--- config.mk ---
export PLATFORM = sky130hd
export DESIGN_NAME = s_expression_tokenizer_top
export DESIGN_NICKNAME = d
export VERILOG_FILES = /design/src/sxt_pkg.sv /design/src/sxt_front.sv /design/src/sxt_queue.sv /design/src/sxt_back.sv /design/src/s_expression_tokenizer_top.sv
export SDC_FILE = /design/constraint.sdc
export NUM_CORES = 2
export LEC_CHECK = 0
export BUFFER_PORTS_ARGS = -buffer_cell sky130_fd_sc_hd__buf_4
export CAP_MARGIN = 20
export CORE_MARGIN = 4
export CORE_UTILIZATION = 25
export DETAILED_ROUTE_END_ITERATION = 16
export GPL_TIMING_DRIVEN = 0
export HOLD_SLACK_MARGIN = 0.12
export SKIP_CTS_REPAIR_TIMING = 1
export SYNTH_ARGS = -nofsm -noshare
export SYNTH_HDL_FRONTEND = slang
export SYNTH_SLANG_ARGS = --single-unit
--- constraint.sdc ---
create_clock -name clk -period 14.5 [get_ports clk]
set_input_delay 0 -clock clk [delete_from_list [all_inputs] [get_ports clk]]
set_output_delay 0 -clock clk [all_outputs]
set_load 0.03 [all_outputs]
--- src/sxt_pkg.sv ---
// Shared types and constants for the s-expression tokenizer.
// Used by every module of the block; depends on nothing.
package sxt_pkg;

  localparam int OFFSET_WIDTH_DEF = 24;
  localparam int LINE_WIDTH_DEF   = 20;
  localparam int COLUMN_WIDTH_DEF = 16;
  localparam int QUEUE_DEPTH_DEF  = 4;

  localparam int OUT_OFFSET_W = 24;
  localparam int OUT_LINE_W   = 20;
  localparam int OUT_COLUMN_W = 16;

  localparam logic [3:0] KIND_OPEN   = 4'd0;
  localparam logic [3:0] KIND_CLOSE  = 4'd1;
  localparam logic [3:0] KIND_QUOTE  = 4'd2;
  localparam logic [3:0] KIND_IDENT  = 4'd3;
  localparam logic [3:0] KIND_STRING = 4'd4;
  localparam logic [3:0] KIND_NUMBER = 4'd5;
  localparam logic [3:0] KIND_TRUE   = 4'd6;
  localparam logic [3:0] KIND_FALSE  = 4'd7;
  localparam logic [3:0] KIND_ERROR  = 4'd8;
  localparam logic [3:0] KIND_END    = 4'd9;

  localparam logic [7:0] CH_NEWLINE   = 8'd10;
  localparam logic [7:0] CH_SEMICOLON = 8'h3B;
  localparam logic [7:0] CH_APOSTR    = 8'h27;
  localparam logic [7:0] CH_HASH      = 8'h23;
  localparam logic [7:0] CH_LOWER_T   = 8'h74;
  localparam logic [7:0] CH_LOWER_F   = 8'h66;
  localparam logic [7:0] CH_OPEN      = 8'h28;
  localparam logic [7:0] CH_CLOSE     = 8'h29;
  localparam logic [7:0] CH_DQUOTE    = 8'h22;
  localparam logic [7:0] CH_BACKSLASH = 8'h5C;
  localparam logic [7:0] CH_SPACE     = 8'h20;

  typedef struct packed {
    logic [7:0] source_byte;
    logic       end_of_input;
  } in_item_t;

  typedef struct packed {
    logic [3:0]               token_kind;
    logic [OUT_OFFSET_W-1:0]  start_offset;
    logic [OUT_OFFSET_W-1:0]  token_length;
    logic [OUT_LINE_W-1:0]    start_line;
    logic [OUT_COLUMN_W-1:0]  start_column;
    logic signed [31:0]       number_value;
    logic                     last_of_run;
  } token_t;

  typedef struct packed {
    logic   two;
    token_t first;
    token_t second;
  } rec_t;

  typedef struct packed {
    logic full;
    logic empty;
  } q_stat_t;

  function automatic logic is_space(input logic [7:0] c);
    return (c == 8'd0) || (c == CH_SPACE) || ((c >= 8'd9) && (c <= 8'd13));
  endfunction

  function automatic logic is_digit(input logic [7:0] c);
    return (c >= 8'h30) && (c <= 8'h39);
  endfunction

endpackage

--- src/sxt_front.sv ---
// Scanner: accepts source bytes, tracks positions and scan mode, builds tokens.
// Depends on sxt_pkg; writes at most one record, of up to two tokens, per item.
module sxt_front #(
  parameter int OFFSET_WIDTH = sxt_pkg::OFFSET_WIDTH_DEF,
  parameter int LINE_WIDTH   = sxt_pkg::LINE_WIDTH_DEF,
  parameter int COLUMN_WIDTH = sxt_pkg::COLUMN_WIDTH_DEF
) (
  input  logic              clk,
  input  logic              rst_n,
  input  logic              accept,
  input  sxt_pkg::in_item_t in_data,
  output logic              rec_push,
  output sxt_pkg::rec_t     rec_data
);

  localparam int OW = OFFSET_WIDTH;
  localparam int LW = LINE_WIDTH;
  localparam int CW = COLUMN_WIDTH;

  typedef enum logic [7:0] {
    M_IDLE    = 8'b0000_0001,
    M_COMMENT = 8'b0000_0010,
    M_HASH    = 8'b0000_0100,
    M_STRING  = 8'b0000_1000,
    M_ESCAPE  = 8'b0001_0000,
    M_NUMBER  = 8'b0010_0000,
    M_IDENT   = 8'b0100_0000,
    M_HALT    = 8'b1000_0000
  } mode_t;

  mode_t         mode_r, mode_nxt;
  logic [OW-1:0] cur_off_r, cur_off_nxt, st_off_r, st_off_nxt;
  logic [LW-1:0] cur_line_r, cur_line_nxt, st_line_r, st_line_nxt;
  logic [CW-1:0] cur_col_r, cur_col_nxt, st_col_r, st_col_nxt;
  logic [31:0]   acc_r, acc_nxt;

  logic [7:0]    c;
  logic          eoi;
  logic [OW-1:0] a_off;
  logic [LW-1:0] a_line;
  logic [CW-1:0] a_col;
  logic [31:0]   acc_step;
  logic          pre_v, idl_v, do_idle;
  sxt_pkg::token_t pre_t, idl_t;

  function automatic logic [OW-1:0] span(input logic [OW-1:0] a, input logic [OW-1:0] b);
    return (a >= b) ? a - b : '0;
  endfunction

  function automatic sxt_pkg::token_t make_tok(
    input logic [3:0]    kind,
    input logic [OW-1:0] so,
    input logic [OW-1:0] len,
    input logic [LW-1:0] sl,
    input logic [CW-1:0] sc,
    input logic [31:0]   val
  );
    sxt_pkg::token_t t;
    logic [OW+sxt_pkg::OUT_OFFSET_W-1:0] so_e, len_e;
    logic [LW+sxt_pkg::OUT_LINE_W-1:0]   sl_e;
    logic [CW+sxt_pkg::OUT_COLUMN_W-1:0] sc_e;
    so_e  = {{sxt_pkg::OUT_OFFSET_W{1'b0}}, so};
    len_e = {{sxt_pkg::OUT_OFFSET_W{1'b0}}, len};
    sl_e  = {{sxt_pkg::OUT_LINE_W{1'b0}}, sl};
    sc_e  = {{sxt_pkg::OUT_COLUMN_W{1'b0}}, sc};
    t.token_kind   = kind;
    t.start_offset = so_e[sxt_pkg::OUT_OFFSET_W-1:0];
    t.token_length = len_e[sxt_pkg::OUT_OFFSET_W-1:0];
    t.start_line   = sl_e[sxt_pkg::OUT_LINE_W-1:0];
    t.start_column = sc_e[sxt_pkg::OUT_COLUMN_W-1:0];
    t.number_value = val;
    t.last_of_run  = 1'b0;
    return t;
  endfunction

  assign c        = in_data.source_byte;
  assign eoi      = in_data.end_of_input;
  assign a_off    = (cur_off_r == '1) ? cur_off_r : cur_off_r + 1'b1;
  assign a_line   = (c != sxt_pkg::CH_NEWLINE) ? cur_line_r :
                    ((cur_line_r == '1) ? cur_line_r : cur_line_r + 1'b1);
  assign a_col    = (c == sxt_pkg::CH_NEWLINE) ? CW'(1) :
                    ((cur_col_r == '1) ? cur_col_r : cur_col_r + 1'b1);
  assign acc_step = {acc_r[28:0], 3'b000} + {acc_r[30:0], 1'b0} + {28'd0, c[3:0]};

  always_comb begin
    mode_nxt     = mode_r;
    cur_off_nxt  = cur_off_r;
    cur_line_nxt = cur_line_r;
    cur_col_nxt  = cur_col_r;
    st_off_nxt   = st_off_r;
    st_line_nxt  = st_line_r;
    st_col_nxt   = st_col_r;
    acc_nxt      = acc_r;
    pre_v        = 1'b0;
    pre_t        = '0;
    idl_v        = 1'b0;
    idl_t        = '0;
    do_idle      = 1'b0;
    if (mode_r == M_HALT) begin
      mode_nxt = M_HALT;
    end else if (eoi) begin
      if (mode_r == M_HASH) begin
        pre_v    = 1'b1;
        pre_t    = make_tok(sxt_pkg::KIND_ERROR, st_off_r, OW'(1), st_line_r, st_col_r, '0);
        mode_nxt = M_HALT;
      end else begin
        if (mode_r == M_STRING || mode_r == M_ESCAPE) begin
          pre_v = 1'b1;
          pre_t = make_tok(sxt_pkg::KIND_STRING, st_off_r, span(cur_off_r, st_off_r),
                           st_line_r, st_col_r, '0);
        end else if (mode_r == M_NUMBER) begin
          pre_v = 1'b1;
          pre_t = make_tok(sxt_pkg::KIND_NUMBER, st_off_r, span(cur_off_r, st_off_r),
                           st_line_r, st_col_r, acc_r);
        end else if (mode_r == M_IDENT) begin
          pre_v = 1'b1;
          pre_t = make_tok(sxt_pkg::KIND_IDENT, st_off_r, span(cur_off_r, st_off_r),
                           st_line_r, st_col_r, '0);
        end
        st_off_nxt  = cur_off_r;
        st_line_nxt = cur_line_r;
        st_col_nxt  = cur_col_r;
        idl_v       = 1'b1;
        idl_t       = make_tok(sxt_pkg::KIND_END, cur_off_r, '0, cur_line_r, cur_col_r, '0);
        mode_nxt    = M_IDLE;
      end
    end else begin
      case (mode_r)
        M_COMMENT: begin
          cur_off_nxt  = a_off;
          cur_line_nxt = a_line;
          cur_col_nxt  = a_col;
          if (c == sxt_pkg::CH_NEWLINE) begin
            mode_nxt = M_IDLE;
          end
        end
        M_HASH: begin
          if (c == sxt_pkg::CH_LOWER_T || c == sxt_pkg::CH_LOWER_F) begin
            cur_off_nxt  = a_off;
            cur_line_nxt = a_line;
            cur_col_nxt  = a_col;
            pre_v        = 1'b1;
            pre_t        = make_tok((c == sxt_pkg::CH_LOWER_T) ? sxt_pkg::KIND_TRUE :
                                    sxt_pkg::KIND_FALSE, st_off_r, span(a_off, st_off_r),
                                    st_line_r, st_col_r, '0);
            mode_nxt     = M_IDLE;
          end else begin
            pre_v    = 1'b1;
            pre_t    = make_tok(sxt_pkg::KIND_ERROR, st_off_r, OW'(1), st_line_r, st_col_r, '0);
            mode_nxt = M_HALT;
          end
        end
        M_STRING: begin
          cur_off_nxt  = a_off;
          cur_line_nxt = a_line;
          cur_col_nxt  = a_col;
          if (c == sxt_pkg::CH_DQUOTE) begin
            pre_v    = 1'b1;
            pre_t    = make_tok(sxt_pkg::KIND_STRING, st_off_r, span(cur_off_r, st_off_r),
                                st_line_r, st_col_r, '0);
            mode_nxt = M_IDLE;
          end else if (c == sxt_pkg::CH_BACKSLASH) begin
            mode_nxt = M_ESCAPE;
          end
        end
        M_ESCAPE: begin
          cur_off_nxt  = a_off;
          cur_line_nxt = a_line;
          cur_col_nxt  = a_col;
          mode_nxt     = M_STRING;
        end
        M_NUMBER: begin
          if (sxt_pkg::is_digit(c)) begin
            acc_nxt      = acc_step;
            cur_off_nxt  = a_off;
            cur_line_nxt = a_line;
            cur_col_nxt  = a_col;
          end else begin
            pre_v   = 1'b1;
            pre_t   = make_tok(sxt_pkg::KIND_NUMBER, st_off_r, span(cur_off_r, st_off_r),
                               st_line_r, st_col_r, acc_r);
            do_idle = 1'b1;
          end
        end
        M_IDENT: begin
          if (sxt_pkg::is_space(c) || c == sxt_pkg::CH_CLOSE) begin
            pre_v   = 1'b1;
            pre_t   = make_tok(sxt_pkg::KIND_IDENT, st_off_r, span(cur_off_r, st_off_r),
                               st_line_r, st_col_r, '0);
            do_idle = 1'b1;
          end else begin
            cur_off_nxt  = a_off;
            cur_line_nxt = a_line;
            cur_col_nxt  = a_col;
          end
        end
        default: begin
          do_idle = 1'b1;
        end
      endcase
      if (do_idle) begin
        mode_nxt     = M_IDLE;
        cur_off_nxt  = a_off;
        cur_line_nxt = a_line;
        cur_col_nxt  = a_col;
        if (sxt_pkg::is_space(c)) begin
          mode_nxt = M_IDLE;
        end else if (c == sxt_pkg::CH_SEMICOLON) begin
          mode_nxt = M_COMMENT;
        end else if (c == sxt_pkg::CH_APOSTR || c == sxt_pkg::CH_OPEN ||
                     c == sxt_pkg::CH_CLOSE) begin
          st_off_nxt  = cur_off_r;
          st_line_nxt = cur_line_r;
          st_col_nxt  = cur_col_r;
          idl_v       = 1'b1;
          idl_t       = make_tok((c == sxt_pkg::CH_APOSTR) ? sxt_pkg::KIND_QUOTE :
                                 ((c == sxt_pkg::CH_OPEN) ? sxt_pkg::KIND_OPEN :
                                  sxt_pkg::KIND_CLOSE), cur_off_r, span(a_off, cur_off_r),
                                 cur_line_r, cur_col_r, '0);
        end else if (c == sxt_pkg::CH_HASH) begin
          st_off_nxt  = cur_off_r;
          st_line_nxt = cur_line_r;
          st_col_nxt  = cur_col_r;
          mode_nxt    = M_HASH;
        end else if (c == sxt_pkg::CH_DQUOTE) begin
          st_off_nxt  = a_off;
          st_line_nxt = a_line;
          st_col_nxt  = a_col;
          mode_nxt    = M_STRING;
        end else if (sxt_pkg::is_digit(c)) begin
          st_off_nxt  = cur_off_r;
          st_line_nxt = cur_line_r;
          st_col_nxt  = cur_col_r;
          acc_nxt     = {28'd0, c[3:0]};
          mode_nxt    = M_NUMBER;
        end else begin
          st_off_nxt  = cur_off_r;
          st_line_nxt = cur_line_r;
          st_col_nxt  = cur_col_r;
          mode_nxt    = M_IDENT;
        end
      end
    end
  end

  always_comb begin
    rec_push                     = accept && (pre_v || idl_v);
    rec_data.two                 = pre_v && idl_v;
    rec_data.first               = pre_v ? pre_t : idl_t;
    rec_data.first.last_of_run   = !(pre_v && idl_v);
    rec_data.second              = idl_t;
    rec_data.second.last_of_run  = 1'b1;
  end

  always_ff @(posedge clk) begin
    if (!rst_n) begin
      mode_r     <= M_IDLE;
      cur_off_r  <= '0;
      cur_line_r <= LW'(1);
      cur_col_r  <= CW'(1);
      st_off_r   <= '0;
      st_line_r  <= LW'(1);
      st_col_r   <= CW'(1);
      acc_r      <= '0;
    end else if (accept) begin
      mode_r     <= mode_nxt;
      cur_off_r  <= cur_off_nxt;
      cur_line_r <= cur_line_nxt;
      cur_col_r  <= cur_col_nxt;
      st_off_r   <= st_off_nxt;
      st_line_r  <= st_line_nxt;
      st_col_r   <= st_col_nxt;
      acc_r      <= acc_nxt;
    end
  end

endmodule

--- src/sxt_queue.sv ---
// Short queue of token records between the scanner and the output stage.
// Depends on sxt_pkg for the record and status types.
module sxt_queue #(
  parameter int DEPTH = sxt_pkg::QUEUE_DEPTH_DEF
) (
  input  logic              clk,
  input  logic              rst_n,
  input  logic              wr_en,
  input  sxt_pkg::rec_t     wr_data,
  input  logic              rd_en,
  output sxt_pkg::rec_t     rd_data,
  output sxt_pkg::q_stat_t  stat
);

  localparam int AW = (DEPTH > 1) ? $clog2(DEPTH) : 1;
  localparam int CNTW = $clog2(DEPTH + 1);

  sxt_pkg::rec_t   mem [DEPTH];
  logic [AW-1:0]   wr_ptr_r, wr_ptr_nxt, rd_ptr_r, rd_ptr_nxt;
  logic [CNTW-1:0] count_r, count_nxt;
  logic            do_wr, do_rd;

  assign stat.full  = (count_r == CNTW'(DEPTH));
  assign stat.empty = (count_r == '0);
  assign do_wr      = wr_en && !stat.full;
  assign do_rd      = rd_en && !stat.empty;
  assign rd_data    = mem[rd_ptr_r];

  always_comb begin
    wr_ptr_nxt = wr_ptr_r;
    rd_ptr_nxt = rd_ptr_r;
    count_nxt  = count_r;
    if (do_wr) begin
      wr_ptr_nxt = (wr_ptr_r == AW'(DEPTH - 1)) ? '0 : wr_ptr_r + 1'b1;
    end
    if (do_rd) begin
      rd_ptr_nxt = (rd_ptr_r == AW'(DEPTH - 1)) ? '0 : rd_ptr_r + 1'b1;
    end
    if (do_wr && !do_rd) begin
      count_nxt = count_r + 1'b1;
    end else if (do_rd && !do_wr) begin
      count_nxt = count_r - 1'b1;
    end
  end

  always_ff @(posedge clk) begin
    if (do_wr) begin
      mem[wr_ptr_r] <= wr_data;
    end
  end

  always_ff @(posedge clk) begin
    if (!rst_n) begin
      wr_ptr_r <= '0;
      rd_ptr_r <= '0;
      count_r  <= '0;
    end else begin
      wr_ptr_r <= wr_ptr_nxt;
      rd_ptr_r <= rd_ptr_nxt;
      count_r  <= count_nxt;
    end
  end

endmodule

--- src/sxt_back.sv ---
// Output stage: takes records from the queue and hands out one token per transfer.
// Depends on sxt_pkg for the record, token and status types.
module sxt_back (
  input  logic             clk,
  input  logic             rst_n,
  input  sxt_pkg::q_stat_t q_stat,
  input  sxt_pkg::rec_t    q_data,
  output logic             q_pop,
  input  logic             pop,
  output logic             empty,
  output sxt_pkg::token_t  out_data
);

  sxt_pkg::rec_t rec_r;
  logic          valid_r, valid_nxt;
  logic          sel_r, sel_nxt;
  logic          done;

  assign empty    = !valid_r;
  assign out_data = sel_r ? rec_r.second : rec_r.first;
  assign done     = valid_r && pop && (sel_r || !rec_r.two);
  assign q_pop    = !q_stat.empty && (!valid_r || done);

  always_comb begin
    valid_nxt = valid_r;
    sel_nxt   = sel_r;
    if (valid_r && pop && !sel_r && rec_r.two) begin
      sel_nxt = 1'b1;
    end else if (!valid_r || done) begin
      valid_nxt = !q_stat.empty;
      sel_nxt   = 1'b0;
    end
  end

  always_ff @(posedge clk) begin
    if (q_pop) begin
      rec_r <= q_data;
    end
  end

  always_ff @(posedge clk) begin
    if (!rst_n) begin
      valid_r <= 1'b0;
      sel_r   <= 1'b0;
    end else begin
      valid_r <= valid_nxt;
      sel_r   <= sel_nxt;
    end
  end

endmodule

--- src/s_expression_tokenizer_top.sv ---
// Top level of the s-expression tokenizer: scanner, record queue and output stage.
// Depends on sxt_pkg, sxt_front, sxt_queue and sxt_back.
//
//   channel   ports                     transfer when
//   input     push, full, in_data       push high and full low
//   result    pop, empty, out_data      pop high and empty low
//
// The scanner takes one byte or end marker per cycle while the queue has room; its mode
// and position registers update on each accepted item, so items enter back to back.
// An item yields zero, one or two tokens; the output stage sends one token per cycle
// while pop is high and tokens wait, so items that yield two tokens take two transfers.
// Reset is synchronous and clears the scan state, the queue and the output stage.
// A stalled result side fills the queue and then holds full high.
module s_expression_tokenizer_top #(
  parameter int OFFSET_WIDTH = sxt_pkg::OFFSET_WIDTH_DEF,
  parameter int LINE_WIDTH   = sxt_pkg::LINE_WIDTH_DEF,
  parameter int COLUMN_WIDTH = sxt_pkg::COLUMN_WIDTH_DEF,
  parameter int QUEUE_DEPTH  = sxt_pkg::QUEUE_DEPTH_DEF
) (
  input  logic              clk,
  input  logic              rst_n,
  input  logic              push,
  output logic              full,
  input  sxt_pkg::in_item_t in_data,
  input  logic              pop,
  output logic              empty,
  output sxt_pkg::token_t   out_data
);

  logic             accept;
  logic             rec_push;
  sxt_pkg::rec_t    rec_wr, rec_rd;
  logic             q_pop;
  sxt_pkg::q_stat_t q_stat;

  assign full   = q_stat.full;
  assign accept = push && !q_stat.full;

  sxt_front #(
    .OFFSET_WIDTH(OFFSET_WIDTH),
    .LINE_WIDTH  (LINE_WIDTH),
    .COLUMN_WIDTH(COLUMN_WIDTH)
  ) u_front (
    .clk     (clk),
    .rst_n   (rst_n),
    .accept  (accept),
    .in_data (in_data),
    .rec_push(rec_push),
    .rec_data(rec_wr)
  );

  sxt_queue #(
    .DEPTH(QUEUE_DEPTH)
  ) u_queue (
    .clk    (clk),
    .rst_n  (rst_n),
    .wr_en  (rec_push),
    .wr_data(rec_wr),
    .rd_en  (q_pop),
    .rd_data(rec_rd),
    .stat   (q_stat)
  );

  sxt_back u_back (
    .clk     (clk),
    .rst_n   (rst_n),
    .q_stat  (q_stat),
    .q_data  (rec_rd),
    .q_pop   (q_pop),
    .pop     (pop),
    .empty   (empty),
    .out_data(out_data)
  );

`ifndef SYNTHESIS
  a_second_follows: assert property (@(posedge clk) disable iff (!rst_n)
    (!empty && pop && !out_data.last_of_run) |=> !empty)
    else $error("second token of a run was not ready after the first transfer");

  a_end_is_last: assert property (@(posedge clk) disable iff (!rst_n)
    (!empty && out_data.token_kind == sxt_pkg::KIND_END) |-> out_data.last_of_run)
    else $error("end token not marked as last of its run");

  a_error_is_last: assert property (@(posedge clk) disable iff (!rst_n)
    (!empty && out_data.token_kind == sxt_pkg::KIND_ERROR) |-> out_data.last_of_run)
    else $error("error token not marked as last of its run");
`endif

endmodule

* Word-level counts from Yosys, hierarchy flattened
Memories as Yosys holds them, arrays and structs flattened. A register that Yosys moved wholly into a read port is not among the register bits.
Cells that the tools add are included.
Widths: inputs -> output; s select.
** Cells by class
- Multipliers :: 0
- Add/subtract/negate cells :: 12
- Equality and inequality tests :: 33
- Reductions and logical operators :: 46
- Muxes and demuxes :: 122
- Magnitude comparators :: 7
- Div/mod/pow operators :: 0
- Bitwise operators :: 3
- Shift operators :: 0
** Operator list (number)
- $mux 121 :: 15
- $pmux 121 s4 :: 1
- $mux 24 :: 16
- $mux 32 :: 9
- $mux 20 :: 14
- $mux 120 :: 2
- $mux 119 :: 2
- $mux 16 :: 14
- $mux 8 :: 13
- $pmux 24 s4 :: 1
- $pmux 20 s4 :: 1
- $ge 24x24->1 :: 3
- $sub 24x24->24 :: 3
- $eq 8x6->1 const B :: 8
- $pmux 16 s4 :: 1
- $add 32x32->32 :: 1
- $add 32x4->32 :: 1
- $eq 8x7->1 const B :: 4
- $pmux 8 s4 :: 1
- $add 24x1->24 const B :: 1
- $eq 24x24->1 const B :: 1
- $mux 1 :: 24
- $add 20x1->20 const B :: 1
- $eq 20x20->1 const B :: 1
- 43 further kinds :: 85
** Word-level totals
- Memory bits (writable) :: 968
- Memories kept :: 1
- Register bits after elaboration :: 170
- Latch bits :: 0
- Bits in read-only memories :: 0
- Output and inout port bits :: 123
** Memory list
- u_queue.mem :: words 4, width 242, read ports 1, clocked after memory_dff 1, wr ports 1, RTL line sxt_queue.sv:18 : sxt_pkg::rec_t mem [DEPTH];

* Logic depth before layout (Yosys ltp)
- Word-level depth :: 18
- Gate-level depth with buffers :: 20
- Depth with buffers taken out :: 18

* Hierarchy
From an unflattened synthesis, not the netlist that was laid out.
** Unflattened totals
- Cells, all modules :: 3832
- Area total of the unflattened synthesis :: 60300.3 um^2
** By module, submodules not included
- sxt_queue :: area each 35514.1 um^2, instances 1, cells each 1320
- sxt_front :: area each 15627.5 um^2, instances 1, cells each 2122
- sxt_back :: area each 9145.0 um^2, instances 1, cells each 389
- s_expression_tokenizer_top :: area each 13.8 um^2, instances 1, cells each 1

* Least setup slack after synthesis
No wires, ideal clock.
- Path kind :: register to register
- From :: register u_back.sel_r
- To :: register u_queue.count_r[2]
- Data arrival time :: 13.045 ns
- Path buffers :: 1
- Path slack :: 1.384 ns
- Stages on the path, launching flop included :: 11
- Cells stage by stage :: dfxtp_1 -> clkbuf_1 -> o21ai_0 -> a21oi_1 -> inv_1 -> ha_1 -> inv_1 -> fa_1 -> xor2_1 -> or3_1 -> a21oi_1
** Between the ends
- Longest elaborated chain between the ends :: 8
- Elaborated cells between the ends (all ways) :: 10
- Classes of those cells :: mux: 1; reduce/logical: 9
** RTL lines
- start: declaration :: RTL line sxt_back.sv:16 : logic sel_r, sel_nxt;
- start signal: assignment :: RTL line sxt_back.sv:47 : sel_r <= sel_nxt;
- $logic_or 1x1->1 * :: RTL line sxt_back.sv:21 : assign done = valid_r && pop && (sel_r || !rec_r.two);
- $logic_and 1x1->1 * :: RTL line sxt_back.sv:21
- $logic_or 1x1->1 * :: RTL line sxt_back.sv:22 : assign q_pop = !q_stat.empty && (!valid_r || done);
- $logic_and 1x1->1 * :: RTL line sxt_back.sv:22
- named net q_pop :: RTL line s_expression_tokenizer_top.sv:33 : logic q_pop;
- $logic_and 1x1->1 * :: RTL line sxt_queue.sv:26 : assign do_rd = rd_en && !stat.empty;
- $logic_not 1->1 :: RTL line sxt_queue.sv:39 : if (do_wr && !do_rd) begin
- $logic_and 1x1->1 :: RTL line sxt_queue.sv:39
- $mux 3 / $reduce_bool 2->1 (equally long branches)
- end signal: assignment :: RTL line sxt_queue.sv:60 : count_r <= count_nxt;
- end: declaration :: RTL line sxt_queue.sv:20 : logic [CNTW-1:0] count_r, count_nxt;
The timed path passes the listed nets; every way through them passes the cells marked *.
A chain may end at the register's enable or synchronous reset.

==> key figures <==
GRT
  • First-pass GRT wire length: 214.2 mm
  • Gr usage total: 12.87%
  • Initial antenna violation count: 13
  • Vias in the first global route: 31549
  • Largest net degree at the start of global routing: 55
  • Total grt overflow: 0

STA
  • RSZ-0062 raised after global routing: false
  • Relative slew slack: 34.12%
  • Pins over their slew limit: 0
  • Clock Skew: 0.03933 ns
  • Peak Freq: 0.1404 GHz
  • Setup TNS: 0 ns
  • Hold_ws: 0.1016 ns
  • Hold Vio Cnt, Final: 0
  • Fin crit share: 49.11%
  • Final setup fails: 0
  • Crit path time final: 7.121 ns
  • Worst-Margin Slew: 0.9882 ns

Power and ir drop
  • Pwr Density: 170.9 nW/um^2
  • IR drop worst, VDD: 0.1285 mV
  • Total power: 10.79 mW
  • P_leak: 21.62 nW

Yosys
  • Synth Flop Type: edfxtp_1
  • Synthesized flop and latch total: 1214
  • Library cells used by synthesis: 91
  • Top cells by area, synth: edfxtp_1 (59%), mux4_2 (8.8%), dfxtp_1 (6.3%)
  • Post-Syn Area: 53320 sq um
  • Gate Count Post-Synth: 3593
  • Mapped Nets: 3751
  • Share of the synthesized area in the top cell type: 58.85%
  • Ys Warns: 0
  • Mean post-synth cell area: 14.84 sq um
  • Synth area leader: edfxtp_1
  • Number of synthesized flops with an enable pin: 1045
  • Most instantiated cells after synthesis: edfxtp_1 (1045), nor2_1 (246), nand2_1 (243)
  • Register area share after synthesis: 65.19%
  • Most numerous cell in the Yosys netlist: edfxtp_1
  • Async SR Flop Fraction: 0%

Setup path
  • WP data required: 14.98 ns
  • Delay-heaviest family, CP: compound AO/OA/AOI/OAI gates
  • Worst path slowest cell: a222oi_1
  • Worst R2R Start: u_front.cur_off_r[1]
  • Crit path kind: flop to flop
  • Setup crit end kind: flop
  • Crit-path max FO: 10
  • CP dominant cell by count: inv_1
  • Crit-path max cell delay: 0.68 ns
  • Critical path launch point type: flop
  • Crit-path cells: inv_1, nor3_1, o31a_1, nor3b_1, and2_1, nand3_1, xnor2_1, ha_1, a21o_1, o41ai_1, a2111oi_0, a2111oi_1, buf_2, nor4_2, buf_4, clkbuf_1, a222oi_1, inv_1
  • Buf+Inv Stages, Crit Path: 5
  • Critical path arrival: 7.60 ns
  • CP Launch Point: u_front.cur_off_r[1]

Clock tree
  • Clk Latency, worst-skew pair: 0.78 ns
  • Root Driver: clkbuf_16
  • Clk slew on worst S/H paths: 0.06 ns
  • Htree depth: 4
  • Clock net sink count: 1214
  • CTS tree: done
  • Deepest clock path buffer count: 3
  • Number of CTS-inserted buffers: 131

Run status
  • Outcome: finished clean

Min path
  • Hold path startpoint: in_data[6]
  • Hold crit path type: input port to flop

Floorplan
  • Initial core utilization: 25.14%
  • Die Span X: 469.8 um
  • Die area: 220700 sq um
  • Io pins: 136
  • Die height: 469.8 um
  • Core ar.: 212100 sq um
  • Number of cell rows: 169

Layout
  • Layout area overhead: 18.39%
  • Final #Nets: 4071
  • Share of layout cells above drive strength 1: 18.90%
  • # fillers: 21036

Routing
  • ANT nets after route: 0
  • DR vias/cell: 4.641
  • Pre-antenna DRT Iters: 5
  • Number of DRC markers in iteration 0: 2907
  • DRC Markers: 0
  • Vias: 31775
  • Post-DR wirelength/cell: 21.24 um
  • Post-Route WL: 145.4 mm

Place
  • Global placement routability congestion: 0.9000
  • Post-detail-place hpwl: 103.9 mm
  • Port Buffer Count: 132

Run
  • MaxCap Viol Count: 0
## through the flow
step	util (%)	worst slack, ns	cell area, sq um	std cells
2_1_floorplan	-	1.384	53320	3593
3_3_place_gp	27.27	-6.965	57840	6546
3_5_place_dp	27.61	7.239	58550	6576
4_1_cts	29.63	7.207	62850	6818
5_1_grt	29.76	7.143	63120	6844
6_report	29.77	7.379	63130	6847
## tightest hold or removal path, stage by stage
cell     delay, ns
buf_2         0.18
nor4_2        0.07
buf_4         0.18
a21oi_1       0.15
o21ai_0       0.10
a21oi_1       0.14
## layer usage
metal / vias up / part of all wire (%) / routed length, um / track usage, %
met4: 4 / 2.4 / 3444 / 3.520
met2: 840 / 47 / 67990 / 20.66
met5: - / 0.023 / 33 / 0
met1: 16266 / 46 / 66620 / 17.83
li1: 14492 / - / - / -
met3: 173 / 5.1 / 7345 / 2.412
## kinds of logic after synthesis
family | synth area share, %
xor gates and xnor gates | 2.546
AOI/OAI and AO/OA | 6.901
buffers and inverters | 1.952
and+or+nand+nor | 8.283
adders and majority gates | 3.487
muxes | 11.64
DFF | 65.19
## final timing paths
check | end | slack (ns) | depth (start not counted)
max | u_queue.mem[3][193] | 7.38 | 18
min | u_front.cur_col_r[4] | 0.10 | 6
min reg2reg | u_front.st_off_r[1] | 0.45 | 2
max reg2reg | u_queue.mem[3][193] | 7.38 | 18
## flip-flops by register name, indices dropped and copies added, names as in the netlist
register / count
u_front.cur_off_r: 24
u_front.acc_r: 32
u_back.valid_r: 1
u_front.st_col_r: 16
u_queue.rd_ptr_r: 2
u_front.st_line_r: 20
u_queue.count_r: 3
u_front.st_off_r: 24
u_back.sel_r: 1
u_front.cur_col_r: 16
u_front.mode_r: 8
u_back.rec_r: 209
u_queue.mem: 836
u_queue.wr_ptr_r: 2
u_front.cur_line_r: 20
## cells in the final DEF, fill, tap and decap left out, types with 132 or more instances in the layout
cell type	instances
a21oi_1	167
buf_4	135
clkbuf_1	135
clkbuf_16	132
dfxtp_1	169
edfxtp_1	1045
ha_1	139
mux4_2	209
nand2_1	243
nor2_1	246
## power breakdown
part / total [mW] / internal [mW] / switching (mW)
combinational: 2.92 / 1.13 / 1.79
clock: 3.31 / 1.88 / 1.43
sequential: 4.56 / 4.44 / 0.116
total: 10.8 / 7.45 / 3.33
## final cells by class
| type | count | area, sq um | share of cell area, % |
|---|---|---|---|
| diodes | 4 | 10.01 | 0.01586 |
| plain buffers | 165 | 685.7 | 1.086 |
| clock buffers | 172 | 3473 | 5.502 |
| clock inverters | 70 | 820.8 | 1.300 |
| inverters | 96 | 360.3 | 0.5708 |
| multi-input cells | 2118 | 17550 | 27.79 |
| flip-flops and latches | 1214 | 34760 | 55.07 |
| well taps | 2821 | 3530 | 5.591 |
| repair buffers | 187 | 1941 | 3.074 |
No activity file was read; power rests on OpenSTA's default activity.
